===== config.mk =====
export PLATFORM = sky130hd
export DESIGN_NAME = mid_side_to_left_right
export DESIGN_NICKNAME = d
export VERILOG_FILES = /design/src/msl_pkg.sv /design/src/msl_div.sv /design/src/msl_mix.sv /design/src/mid_side_to_left_right.sv
export SDC_FILE = /design/constraint.sdc
export NUM_CORES = 1
export LEC_CHECK = 0
export ABC_AREA = 1
export BUFFER_PORTS_ARGS = -buffer_cell sky130_fd_sc_hd__buf_2
export CORE_MARGIN = 4
export CORE_UTILIZATION = 38
export DETAILED_ROUTE_END_ITERATION = 7
export PLACE_DENSITY = 0.67
export REMOVE_ABC_BUFFERS = 1
export SLEW_MARGIN = 20
export SYNTH_ARGS = -nofsm -noshare
export SYNTH_HDL_FRONTEND = slang
export SYNTH_SLANG_ARGS = --single-unit

===== constraint.sdc =====
create_clock -name clk -period 6.1 [get_ports clk]
set_clock_uncertainty 0.15 [all_clocks]
set_input_delay 0.305 -clock clk [delete_from_list [all_inputs] [get_ports clk]]
set_output_delay 0.305 -clock clk [all_outputs]
set_load 0.01 [all_outputs]

===== src/msl_pkg.sv =====
`timescale 1ns / 1ps
`default_nettype none

package msl_pkg;

    // Field widths
    localparam int SAMPLE_W = 16;
    localparam int INDEX_W  = 4;
    localparam int RATE_W   = 5;
    localparam int GAIN_W   = 18;
    localparam int PROD_W   = GAIN_W + SAMPLE_W;
    localparam int SUM_W    = GAIN_W + 1;
    localparam int FRAC_W   = 16;

    // Predictor quantization and ramp length
    localparam int QUANT_STEPS    = 16;
    localparam int INTERP_MS      = 8;
    localparam int GAIN_OFFSET    = -65536;
    localparam int QUANT_STEP_Q16 = (1 << 17) / (QUANT_STEPS - 1);
    localparam int RAMP_W         = $clog2(INTERP_MS * ((1 << RATE_W) - 1) + 1);
    localparam int GAIN_MAX       = (1 << (GAIN_W - 1)) - 1;
    localparam int GAIN_MIN       = -(1 << (GAIN_W - 1));
    localparam int RAW_W          = 32;

    // Divider iteration counter
    localparam int DIV_CNT_W = $clog2(GAIN_W + 1);

    localparam logic [RATE_W-1:0] RATE_RESET = RATE_W'(16);

    typedef enum logic [2:0] {
        ST_IDLE,
        ST_DIV,
        ST_GAIN,
        ST_MUL,
        ST_SUM,
        ST_OUT
    } msl_state_t;

    typedef struct packed {
        logic mul_en;
        logic sum_en;
    } mix_ctrl_t;

    // Dequantize a predictor index to a saturated Q16 gain
    function automatic logic signed [GAIN_W-1:0] quant_gain(input logic [INDEX_W-1:0] idx);
        logic signed [RAW_W-1:0] raw;
        raw = RAW_W'(GAIN_OFFSET) + RAW_W'($signed({1'b0, idx})) * RAW_W'(QUANT_STEP_Q16);
        if (raw > RAW_W'(GAIN_MAX)) begin
            return GAIN_W'(GAIN_MAX);
        end
        else if (raw < RAW_W'(GAIN_MIN)) begin
            return GAIN_W'(GAIN_MIN);
        end
        return raw[GAIN_W-1:0];
    endfunction

    // Clamp a sum to the sample range
    function automatic logic signed [SAMPLE_W-1:0] sat_sample(input logic signed [SUM_W-1:0] v);
        logic signed [SUM_W-1:0] hi;
        logic signed [SUM_W-1:0] lo;
        hi = SUM_W'((1 << (SAMPLE_W - 1)) - 1);
        lo = -SUM_W'(1 << (SAMPLE_W - 1));
        if (v > hi) begin
            return hi[SAMPLE_W-1:0];
        end
        else if (v < lo) begin
            return lo[SAMPLE_W-1:0];
        end
        return v[SAMPLE_W-1:0];
    endfunction

endpackage

`default_nettype wire


===== src/msl_div.sv =====
`timescale 1ns / 1ps
`default_nettype none

// Restoring serial divider: one quotient bit per cycle, truncates toward zero
module msl_div
    import msl_pkg::*;
(
    input  wire logic                     clk,
    input  wire logic                     rst_n,
    input  wire logic                     start,
    input  wire logic [GAIN_W-1:0]        dividend_mag,
    input  wire logic                     negate,
    input  wire logic [RAMP_W-1:0]        divisor,
    output logic                          done,
    output logic signed [GAIN_W-1:0]      quotient
);

    logic                  busy_reg, busy_next;
    logic                  done_reg, done_next;
    logic [DIV_CNT_W-1:0]  cnt_reg, cnt_next;
    logic [GAIN_W-1:0]     quo_reg, quo_next;
    logic [RAMP_W-1:0]     rem_reg, rem_next;
    logic [RAMP_W-1:0]     dsr_reg;
    logic                  neg_reg;
    logic [RAMP_W:0]       shifted;
    logic                  fits;

    // Control registers
    always_ff @(posedge clk or negedge rst_n) begin
        if (!rst_n) begin
            busy_reg <= 1'b0;
            done_reg <= 1'b0;
            cnt_reg  <= '0;
        end
        else begin
            busy_reg <= busy_next;
            done_reg <= done_next;
            cnt_reg  <= cnt_next;
        end
    end

    // Datapath registers
    always_ff @(posedge clk) begin
        quo_reg <= quo_next;
        rem_reg <= rem_next;
        if (start) begin
            dsr_reg <= divisor;
            neg_reg <= negate;
        end
    end

    assign shifted = {rem_reg, quo_reg[GAIN_W-1]};
    assign fits    = shifted >= {1'b0, dsr_reg};

    // Iterate one bit per cycle
    always_comb begin
        busy_next = busy_reg;
        done_next = 1'b0;
        cnt_next  = cnt_reg;
        quo_next  = quo_reg;
        rem_next  = rem_reg;
        if (start) begin
            busy_next = 1'b1;
            cnt_next  = DIV_CNT_W'(GAIN_W);
            quo_next  = dividend_mag;
            rem_next  = '0;
        end
        else if (busy_reg) begin
            if (fits) begin
                rem_next = RAMP_W'(shifted - {1'b0, dsr_reg});
            end
            else begin
                rem_next = shifted[RAMP_W-1:0];
            end
            quo_next = {quo_reg[GAIN_W-2:0], fits};
            cnt_next = cnt_reg - 1'b1;
            if (cnt_reg == DIV_CNT_W'(1)) begin
                busy_next = 1'b0;
                done_next = 1'b1;
            end
        end
    end

    assign done     = done_reg;
    assign quotient = neg_reg ? -$signed(quo_reg) : $signed(quo_reg);

endmodule

`default_nettype wire


===== src/msl_mix.sv =====
`timescale 1ns / 1ps
`default_nettype none

// Side prediction and left/right matrix
module msl_mix
    import msl_pkg::*;
(
    input  wire logic                       clk,
    input  wire mix_ctrl_t                  ctrl,
    input  wire logic signed [GAIN_W-1:0]   gain,
    input  wire logic signed [SAMPLE_W-1:0] mid,
    input  wire logic signed [SAMPLE_W-1:0] side,
    output logic signed [SAMPLE_W-1:0]      left,
    output logic signed [SAMPLE_W-1:0]      right
);

    logic signed [PROD_W-1:0]   prod_reg;
    logic signed [SAMPLE_W-1:0] side_reg;
    logic signed [GAIN_W-1:0]   pred;
    logic signed [SUM_W-1:0]    side_sum;

    // Floor of the Q16 product is an arithmetic shift
    assign pred     = prod_reg[PROD_W-1:FRAC_W];
    assign side_sum = SUM_W'(side) + SUM_W'(pred);

    // Multiply, then add the prediction
    always_ff @(posedge clk) begin
        if (ctrl.mul_en) begin
            prod_reg <= PROD_W'(gain) * PROD_W'(mid);
        end
        if (ctrl.sum_en) begin
            side_reg <= sat_sample(side_sum);
        end
    end

    assign left  = sat_sample(SUM_W'(mid) + SUM_W'(side_reg));
    assign right = sat_sample(SUM_W'(mid) - SUM_W'(side_reg));

endmodule

`default_nettype wire


===== src/mid_side_to_left_right.sv =====
// Mid/side to left/right stereo reconstruction with a ramped side predictor.
//
// Input channel (in_valid / in_stall): one mid and one side sample per item;
// frame_start marks a frame's first item and latches predictor_index.
// Output channel (out_valid / out_stall): one left/right pair per item.
// Config channel (cfg_valid / cfg_ready): writes sample_rate_khz; always ready.
//
// A plain item passes through the gain, multiply, add and output states after
// acceptance, and the input is stalled until the item leaves the output state,
// so no new item is taken before the last one is through. A frame start that
// changes the gain, with a nonzero ramp length, first runs a serial divide for
// the ramp step in the divide state: the divider works out the quotient bit by
// bit and the sequencer collects it before the gain state.
//
// Reset clears the latched, current and target gains, step and ramp, sets
// sample_rate_khz to 16 and empties the output register. When the receiver
// stalls, the result is held in the output register; a following item is
// taken and worked on, and its final step waits for a free output register.
`timescale 1ns / 1ps
`default_nettype none

module mid_side_to_left_right
    import msl_pkg::*;
(
    input  wire logic                       clk,
    input  wire logic                       rst_n,
    input  wire logic                       cfg_valid,
    output logic                            cfg_ready,
    input  wire logic [RATE_W-1:0]          cfg_data,
    input  wire logic                       in_valid,
    output logic                            in_stall,
    input  wire logic signed [SAMPLE_W-1:0] mid_sample,
    input  wire logic signed [SAMPLE_W-1:0] side_sample,
    input  wire logic                       frame_start,
    input  wire logic [INDEX_W-1:0]         predictor_index,
    output logic                            out_valid,
    input  wire logic                       out_stall,
    output logic signed [SAMPLE_W-1:0]      left_sample,
    output logic signed [SAMPLE_W-1:0]      right_sample
);

    msl_state_t                 state_reg, state_next;
    logic [RATE_W-1:0]          rate_reg;
    logic signed [GAIN_W-1:0]   prev_gain_reg, prev_gain_next;
    logic signed [GAIN_W-1:0]   cur_gain_reg, cur_gain_next;
    logic signed [GAIN_W-1:0]   step_reg, step_next;
    logic signed [GAIN_W-1:0]   target_reg, target_next;
    logic [RAMP_W-1:0]          ramp_reg, ramp_next;
    logic signed [GAIN_W-1:0]   gain_reg, gain_next;
    logic signed [SAMPLE_W-1:0] mid_reg;
    logic signed [SAMPLE_W-1:0] side_reg;
    logic                       out_valid_reg, out_valid_next;
    logic signed [SAMPLE_W-1:0] left_reg;
    logic signed [SAMPLE_W-1:0] right_reg;

    logic                       accept;
    logic                       out_free;
    logic                       out_load;
    logic signed [GAIN_W-1:0]   new_gain;
    logic [RAMP_W-1:0]          ramp_len;
    logic signed [SUM_W-1:0]    gain_diff;
    logic [GAIN_W-1:0]          diff_mag;
    logic                       div_start;
    logic                       div_done;
    logic signed [GAIN_W-1:0]   div_quotient;
    mix_ctrl_t                  mix_ctrl;
    logic signed [SAMPLE_W-1:0] mix_left;
    logic signed [SAMPLE_W-1:0] mix_right;

    assign cfg_ready = 1'b1;
    assign in_stall  = (state_reg != ST_IDLE);
    assign accept    = in_valid && !in_stall;
    assign out_free  = !out_valid_reg || !out_stall;

    // Frame-start gain and ramp setup
    assign new_gain  = quant_gain(predictor_index);
    assign ramp_len  = RAMP_W'(INTERP_MS * int'(rate_reg));
    assign gain_diff = SUM_W'(new_gain) - SUM_W'(prev_gain_reg);
    assign diff_mag  = gain_diff[SUM_W-1] ? GAIN_W'(-gain_diff) : GAIN_W'(gain_diff);

    msl_div u_div (
        .clk          (clk),
        .rst_n        (rst_n),
        .start        (div_start),
        .dividend_mag (diff_mag),
        .negate       (gain_diff[SUM_W-1]),
        .divisor      (ramp_len),
        .done         (div_done),
        .quotient     (div_quotient)
    );

    msl_mix u_mix (
        .clk   (clk),
        .ctrl  (mix_ctrl),
        .gain  (gain_reg),
        .mid   (mid_reg),
        .side  (side_reg),
        .left  (mix_left),
        .right (mix_right)
    );

    // State and gain registers
    always_ff @(posedge clk or negedge rst_n) begin
        if (!rst_n) begin
            state_reg     <= ST_IDLE;
            rate_reg      <= RATE_RESET;
            prev_gain_reg <= '0;
            cur_gain_reg  <= '0;
            step_reg      <= '0;
            target_reg    <= '0;
            ramp_reg      <= '0;
            out_valid_reg <= 1'b0;
        end
        else begin
            state_reg     <= state_next;
            prev_gain_reg <= prev_gain_next;
            cur_gain_reg  <= cur_gain_next;
            step_reg      <= step_next;
            target_reg    <= target_next;
            ramp_reg      <= ramp_next;
            out_valid_reg <= out_valid_next;
            if (cfg_valid && cfg_ready) begin
                rate_reg <= cfg_data;
            end
        end
    end

    // Payload registers
    always_ff @(posedge clk) begin
        gain_reg <= gain_next;
        if (accept) begin
            mid_reg  <= mid_sample;
            side_reg <= side_sample;
        end
        if (out_load) begin
            left_reg  <= mix_left;
            right_reg <= mix_right;
        end
    end

    // Sequencer
    always_comb begin
        state_next     = state_reg;
        prev_gain_next = prev_gain_reg;
        cur_gain_next  = cur_gain_reg;
        step_next      = step_reg;
        target_next    = target_reg;
        ramp_next      = ramp_reg;
        gain_next      = gain_reg;
        div_start      = 1'b0;
        mix_ctrl       = '0;
        out_load       = 1'b0;
        out_valid_next = out_valid_reg && out_stall;

        case (state_reg)
            ST_IDLE: begin
                if (accept) begin
                    state_next = ST_GAIN;
                    if (frame_start) begin
                        target_next    = new_gain;
                        prev_gain_next = new_gain;
                        if (new_gain != prev_gain_reg && ramp_len != '0) begin
                            cur_gain_next = prev_gain_reg;
                            ramp_next     = ramp_len;
                            div_start     = 1'b1;
                            state_next    = ST_DIV;
                        end
                        else begin
                            ramp_next = '0;
                        end
                    end
                end
            end
            ST_DIV: begin
                // Wait for the ramp step
                if (div_done) begin
                    step_next  = div_quotient;
                    state_next = ST_GAIN;
                end
            end
            ST_GAIN: begin
                // Advance the ramp or use the target gain
                if (ramp_reg != '0) begin
                    cur_gain_next = cur_gain_reg + step_reg;
                    ramp_next     = ramp_reg - 1'b1;
                    gain_next     = cur_gain_reg + step_reg;
                end
                else begin
                    gain_next = target_reg;
                end
                state_next = ST_MUL;
            end
            ST_MUL: begin
                mix_ctrl.mul_en = 1'b1;
                state_next      = ST_SUM;
            end
            ST_SUM: begin
                mix_ctrl.sum_en = 1'b1;
                state_next      = ST_OUT;
            end
            ST_OUT: begin
                // Hold until the output register frees up
                if (out_free) begin
                    out_load       = 1'b1;
                    out_valid_next = 1'b1;
                    state_next     = ST_IDLE;
                end
            end
            default: begin
                state_next = ST_IDLE;
            end
        endcase
    end

    assign out_valid    = out_valid_reg;
    assign left_sample  = left_reg;
    assign right_sample = right_reg;

endmodule

`default_nettype wire


Word level (Yosys, flattened, before mapping). Index checks and enable logic that the tools add are counted.

Flip-flop bits (word level): 242. Logic and storage cells: 135.

$add $sub $neg: 11. $mul: 2. Order comparisons: 9. Eq/ne operators: 13. Multiplexer cells: 61. Reduce and logical (&&, ||, !) cells: 18.

Operators with widths (count): 2-to-1 mux 18 bit (12); 2-to-1 mux 16 bit (9); greater-than comparator 19 x 16 -> 1 bit, second input constant (3); less-than comparator 19 x 16 -> 1 bit, second input constant (3); 2-to-1 mux 8 bit (5); negation 18 bit (2); case mux 18 bit (2 select lines) (1); multiplier 18 x 16 -> 34 bit (1); 2-to-1 mux 1 bit (25); adder 17 x 19 -> 20 bit, first input constant (1); greater-than comparator 20 x 18 -> 1 bit, second input constant (1); less-than comparator 20 x 18 -> 1 bit, second input constant (1); adder 16 x 18 -> 19 bit (1); subtractor 18 x 18 -> 19 bit (1); adder 18 bit (1); inequality test 18 bit (1); case mux 3 bit (6 select lines) (1); adder 16 x 16 -> 17 bit (1); multiplier 4 x 13 -> 17 bit, second input constant (1); subtractor 16 x 16 -> 17 bit (1); case mux 8 bit (2 select lines) (1); nonzero test 8 bit (2); 2-to-1 mux 5 bit (2); inequality test 2 bit, second input constant (5); 21 further kinds (32).

Longest topological paths before layout.
Depth after elaboration: 13. Depth in mapped cells: 29.

By module. A second synthesis with hierarchy kept.

Cell total of the unflattened synthesis: 3194. Area, all modules: 25436.9 µm².

Modules (own cells, without submodules): msl_mix (instances 1, cells each 2162, area an instance 15838.9 µm², sequential area each 1021.0 µm²); mid_side_to_left_right (instances 1, cells each 705, area an instance 6991.7 µm², sequential area each 3915.0 µm²); msl_div (instances 1, cells each 327, area an instance 2606.2 µm², sequential area each 1146.1 µm²).

Least setup slack after synthesis. No wires, ideal clock.

Path type: register to register. From: register mid_reg[5]. To: register u_mix.prod_reg[33], data pin. Setup time: 0.252 ns. Arrival: 5.940 ns. Required time: 5.698 ns. Slack: -0.242 ns. Stages on the path, launching flop included: 25. Buffers on the path: 2. Path through: edfxtp_1 clkbuf_1 clkbuf_1 nand2_1 fa_1 inv_1 fa_1 fa_1 fa_1 fa_1 inv_1 fa_1 inv_1 ha_1 nand2_1 nor2_1 inv_1 nor2_1 inv_1 nor4_1 nand2_1 nand2_1 nand2_1 nand3_1 nand2_1.

Cells in the longest elaborated chain, start to end: 1.

Ends and longest elaborated chain: start, declared (line mid_side_to_left_right.sv:50) `logic signed [SAMPLE_W-1:0] mid_reg;`; start signal, assigned (line mid_side_to_left_right.sv:132) `mid_reg <= mid_sample;`; multiplier 18 x 16 -> 34 bit (line msl_mix.sv:29) `prod_reg <= PROD_W'(gain) * PROD_W'(mid);`; end signal, assigned (line msl_mix.sv:29); end, declared (line msl_mix.sv:17) `logic signed [PROD_W-1:0] prod_reg;`.

No other way between the ends. A chain may end at the register's enable or synchronous reset.

Worst setup path in the final report.
From: register gain_reg[17]. To: register u_mix.prod_reg[28], data pin.

Cells in the longest elaborated chain, start to end: 1.

Ends and longest elaborated chain: start, declared (line mid_side_to_left_right.sv:49) `logic signed [GAIN_W-1:0] gain_reg, gain_next;`; start signal, assigned (line mid_side_to_left_right.sv:130) `gain_reg <= gain_next;`; multiplier 18 x 16 -> 34 bit (line msl_mix.sv:29).

No other way between the ends.

==> summary.md <==
| Metric | Value |
|---|---|
| Reg2reg start | gain_reg[17] |
| Initial antenna violation count | 0 |
| Required time of the critical path | 6.27 ns |
| Number of max-cap violations | 0 |
| Ys async rst share | approximately 30% |
| TritonCTS buffer count | 26 |
| Synthesis-stage register bit count | between 200 and 250 |
| Leading area contributor after synthesis | fa_1 |
| Primary FF master, synth | edfxtp_1 |
| Synth unique cells | 60 |
| First-pass DRT Iterations | 5 |
| Multi-input combinational cell area | 15850 um^2 |
| Crit path to | u_mix.prod_reg[28] |
| Cells after Synth | 3052 |
| Root Driver | clkbuf_16 |
| Worst-Skew Late Latency | around 0.57 ns |
| Post-synth top area share | roughly a quarter |
| CP max FO | 8 |
| Synth Warn # | 0 |
| EDFF count, synth | 140 |
| RSZ-0062 raised after global routing | yes |
| FF+latch area | 5992 um^2 |
| Die W | ~260 um |
| Dpl ws | about 0.043 ns |
| Critical path class | flop to flop |
| First-pass GRT wire length | 103700 um |
| Netlist Area Pre-Place | between 20000 and 25000 um^2 |
| CTS tree | done |
| Final setup violation count | 0 |
| Hold Vio Cnt, Final | 0 |
| Placer Congestion | ~0.9 |
| DRC viols | 0 |
| # nets final | between 3000 and 4000 |
| 1st-iter DRT viols | around 1200 |
| Area growth, synth to finish | 16.44% |
| Sequential share of the synthesized area | 24.34% |
| Slew headroom | roughly 32% |
| Total GRT Usage | 18.07% |
| Clk pin slew, worst setup/hold paths | ~0.070 ns |
| Filler-free cell count of the finished design | around 4100 |
| F_max | around 0.17 GHz |
| Vias in the first global route | ~20000 |
| Worst Tran Pin Value | about 1 ns |
| Starting density of the core | a little under two fifths |
| Fillers | about 6300 |
| CP Capture Type | flop |
| I/O pins | between 80 and 90 |
| Final wirelength | roughly 63000 um |
| Main area contributors after synthesis | fa_1, edfxtp_1, nand2_1 |
| Final Cycle Share | a little over nine tenths |
| Min-Delay Path Class | primary input to flop |
| Clock Path Buffers | 3 |
| Post-DP HPWL | 50420 um |
| Layout cells sized above 1 | approximately 13% |
| Core area | roughly 64000 um^2 |
| Startpoint Class | flop |
| WL/cell | between 15 and 20 um |
| Min cycle time layout | 5.949 ns |
| Final Slew Violations | 0 |
| Die height | between 200 and 300 um |
| R2r setup slk | 0.15 ns |
| CTS H-Tree Depth | 1 |
| Via count | ~20000 |
| Status | finished clean |
| Critical Path Source | gain_reg[17] |
| FF-to-FF path depth | 19 |
| GR Overflow Total | 0 |
| Port Buffer Count | 80 |
| Post-Place Cells | approximately 4000 |
| Vias per cell | 4.849 |
| R2r endpoint | u_mix.prod_reg[28] |
| Syn Area/Cell | approximately 8.1 um^2 |
| Die ar. | between 60000 and 70000 um^2 |
| Clock sinks | between 200 and 250 |
| Final worst slack | roughly 0.15 ns |
| # rows | 93 |
| ANT nets after route | 0 |
| Largest net degree at the start of global routing | 66 |
| Arrival time worst endpoint | just over 6 ns |
[cells by family (layout without fill, tap and decap cells)]
family | count (synthesis) | count (layout) | synth area share [%]
and+or+nand+nor | 1163 | 1163 | 19.87
buffers and inverters | 805 | 1013 | 12.69
adders and majority gates | 462 | 462 | 32.44
AOI/OAI and AO/OA | 324 | 324 | 7.638
DFF | 213 | 213 | 24.34
xor gates and xnor gates | 82 | 82 | 2.917
muxes | 2 | 2 | 0.09147
other | 1 | 2 | 0.01523
[how the worst min path moves through the flow]
stage	from	to	depth (start not counted)
after global routing	in_valid	state_reg[1]	3
final	in_valid	state_reg[0]	3
after floorplan	rst_n	cur_gain_reg[0]	0
after global placement	rate_reg[2]	u_div.dsr_reg[5]	0
after detailed placement	rate_reg[3]	u_div.dsr_reg[6]	0
after CTS	in_valid	state_reg[0]	3
[through the flow]
step | cell area (um^2) | setup TNS, ns | hold slack [ns] | utilization [%]
3_3_place_gp | 26800 | 0 | 0.2776 | 41.64
5_1_grt | 28670 | -0.1553 | 0.05054 | 44.55
2_1_floorplan | 24170 | 0 | -0.1406 | -
6_report | 28670 | 0 | 0.01160 | 44.55
4_1_cts | 28230 | 0 | 0.001194 | 43.86
3_5_place_dp | 26800 | 0 | 0.2845 | 41.64
[synthesized netlist by cell type, drive strengths merged, types with 5 or more instances]
cell and n:
nand2 796, inv 710, fa 294, nor2 169, ha 168, edfxtp 140
a21oi 135, o21ai 121, nand3 120, clkbuf 67, dfrtp 64, xor2 56
buf 26, xnor2 26, nor3 25, nand4 22, a31oi 13, o211ai 11
o21bai 11, or2 11, a21o 10, nand3b 9, dfxtp 8, o22ai 6
a21boi 5, nor4 5
[per-layer routing]
| layer | track usage, % | share of wire [%] |
|---|---|---|
| met1 | 24.10 | 43 |
| met2 | 31.34 | 48 |
| met3 | 2.069 | 5.2 |
| met4 | 4.935 | 3.2 |
| met5 | 0 | 0 |
[cell usage in the layout (no fill, tap or decap), drive strengths merged, types with 13 or more instances in the layout]
cell and instances:
nand2 796, inv 711, fa 294, buf 204
nor2 169, ha 168, edfxtp 140, a21oi 135
o21ai 121, nand3 120, dfrtp 64, xor2 56
dlygate4sd3 51, clkbuf 35, xnor2 26, nor3 25
nand4 22, a31oi 13
[layout make-up]
class	count	share of cell area, %
diodes	1	0.008728
well taps	855	3.731
clock inverters	11	0.6110
inverters	712	9.331
repair buffers	256	7.537
flip-flops and latches	213	20.90
clock buffers	34	2.592
multi-input cells	2034	55.29
[critical path: stages, from the launching register on]
cell	delay (ns)
edfxtp_1	0.42
buf_12	0.17
nand2_2	0.08
inv_1	0.08
fa_2	0.57
buf_6	0.11
fa_2	0.48
buf_12	0.18
fa_1	0.55
fa_1	0.44
fa_1	0.54
inv_1	0.05
fa_1	0.54
inv_1	0.05
ha_2	0.38
nand4_1	0.21
nor2_1	0.29
nand4_1	0.21
nand3_1	0.12
nand2_1	0.06
[timing repair]
action                                  in CTS  in global routing
endpoints found under the hold margin      106                  0
resized for setup                            0                 86
endpoints found under the setup margin       0                 17
hold buffers                                51                  0
setup buffers                                0                  7
Power is left out: the tool's default activity adds up to more than one toggle a clock period on the data nets, which glitch-free logic cannot reach.
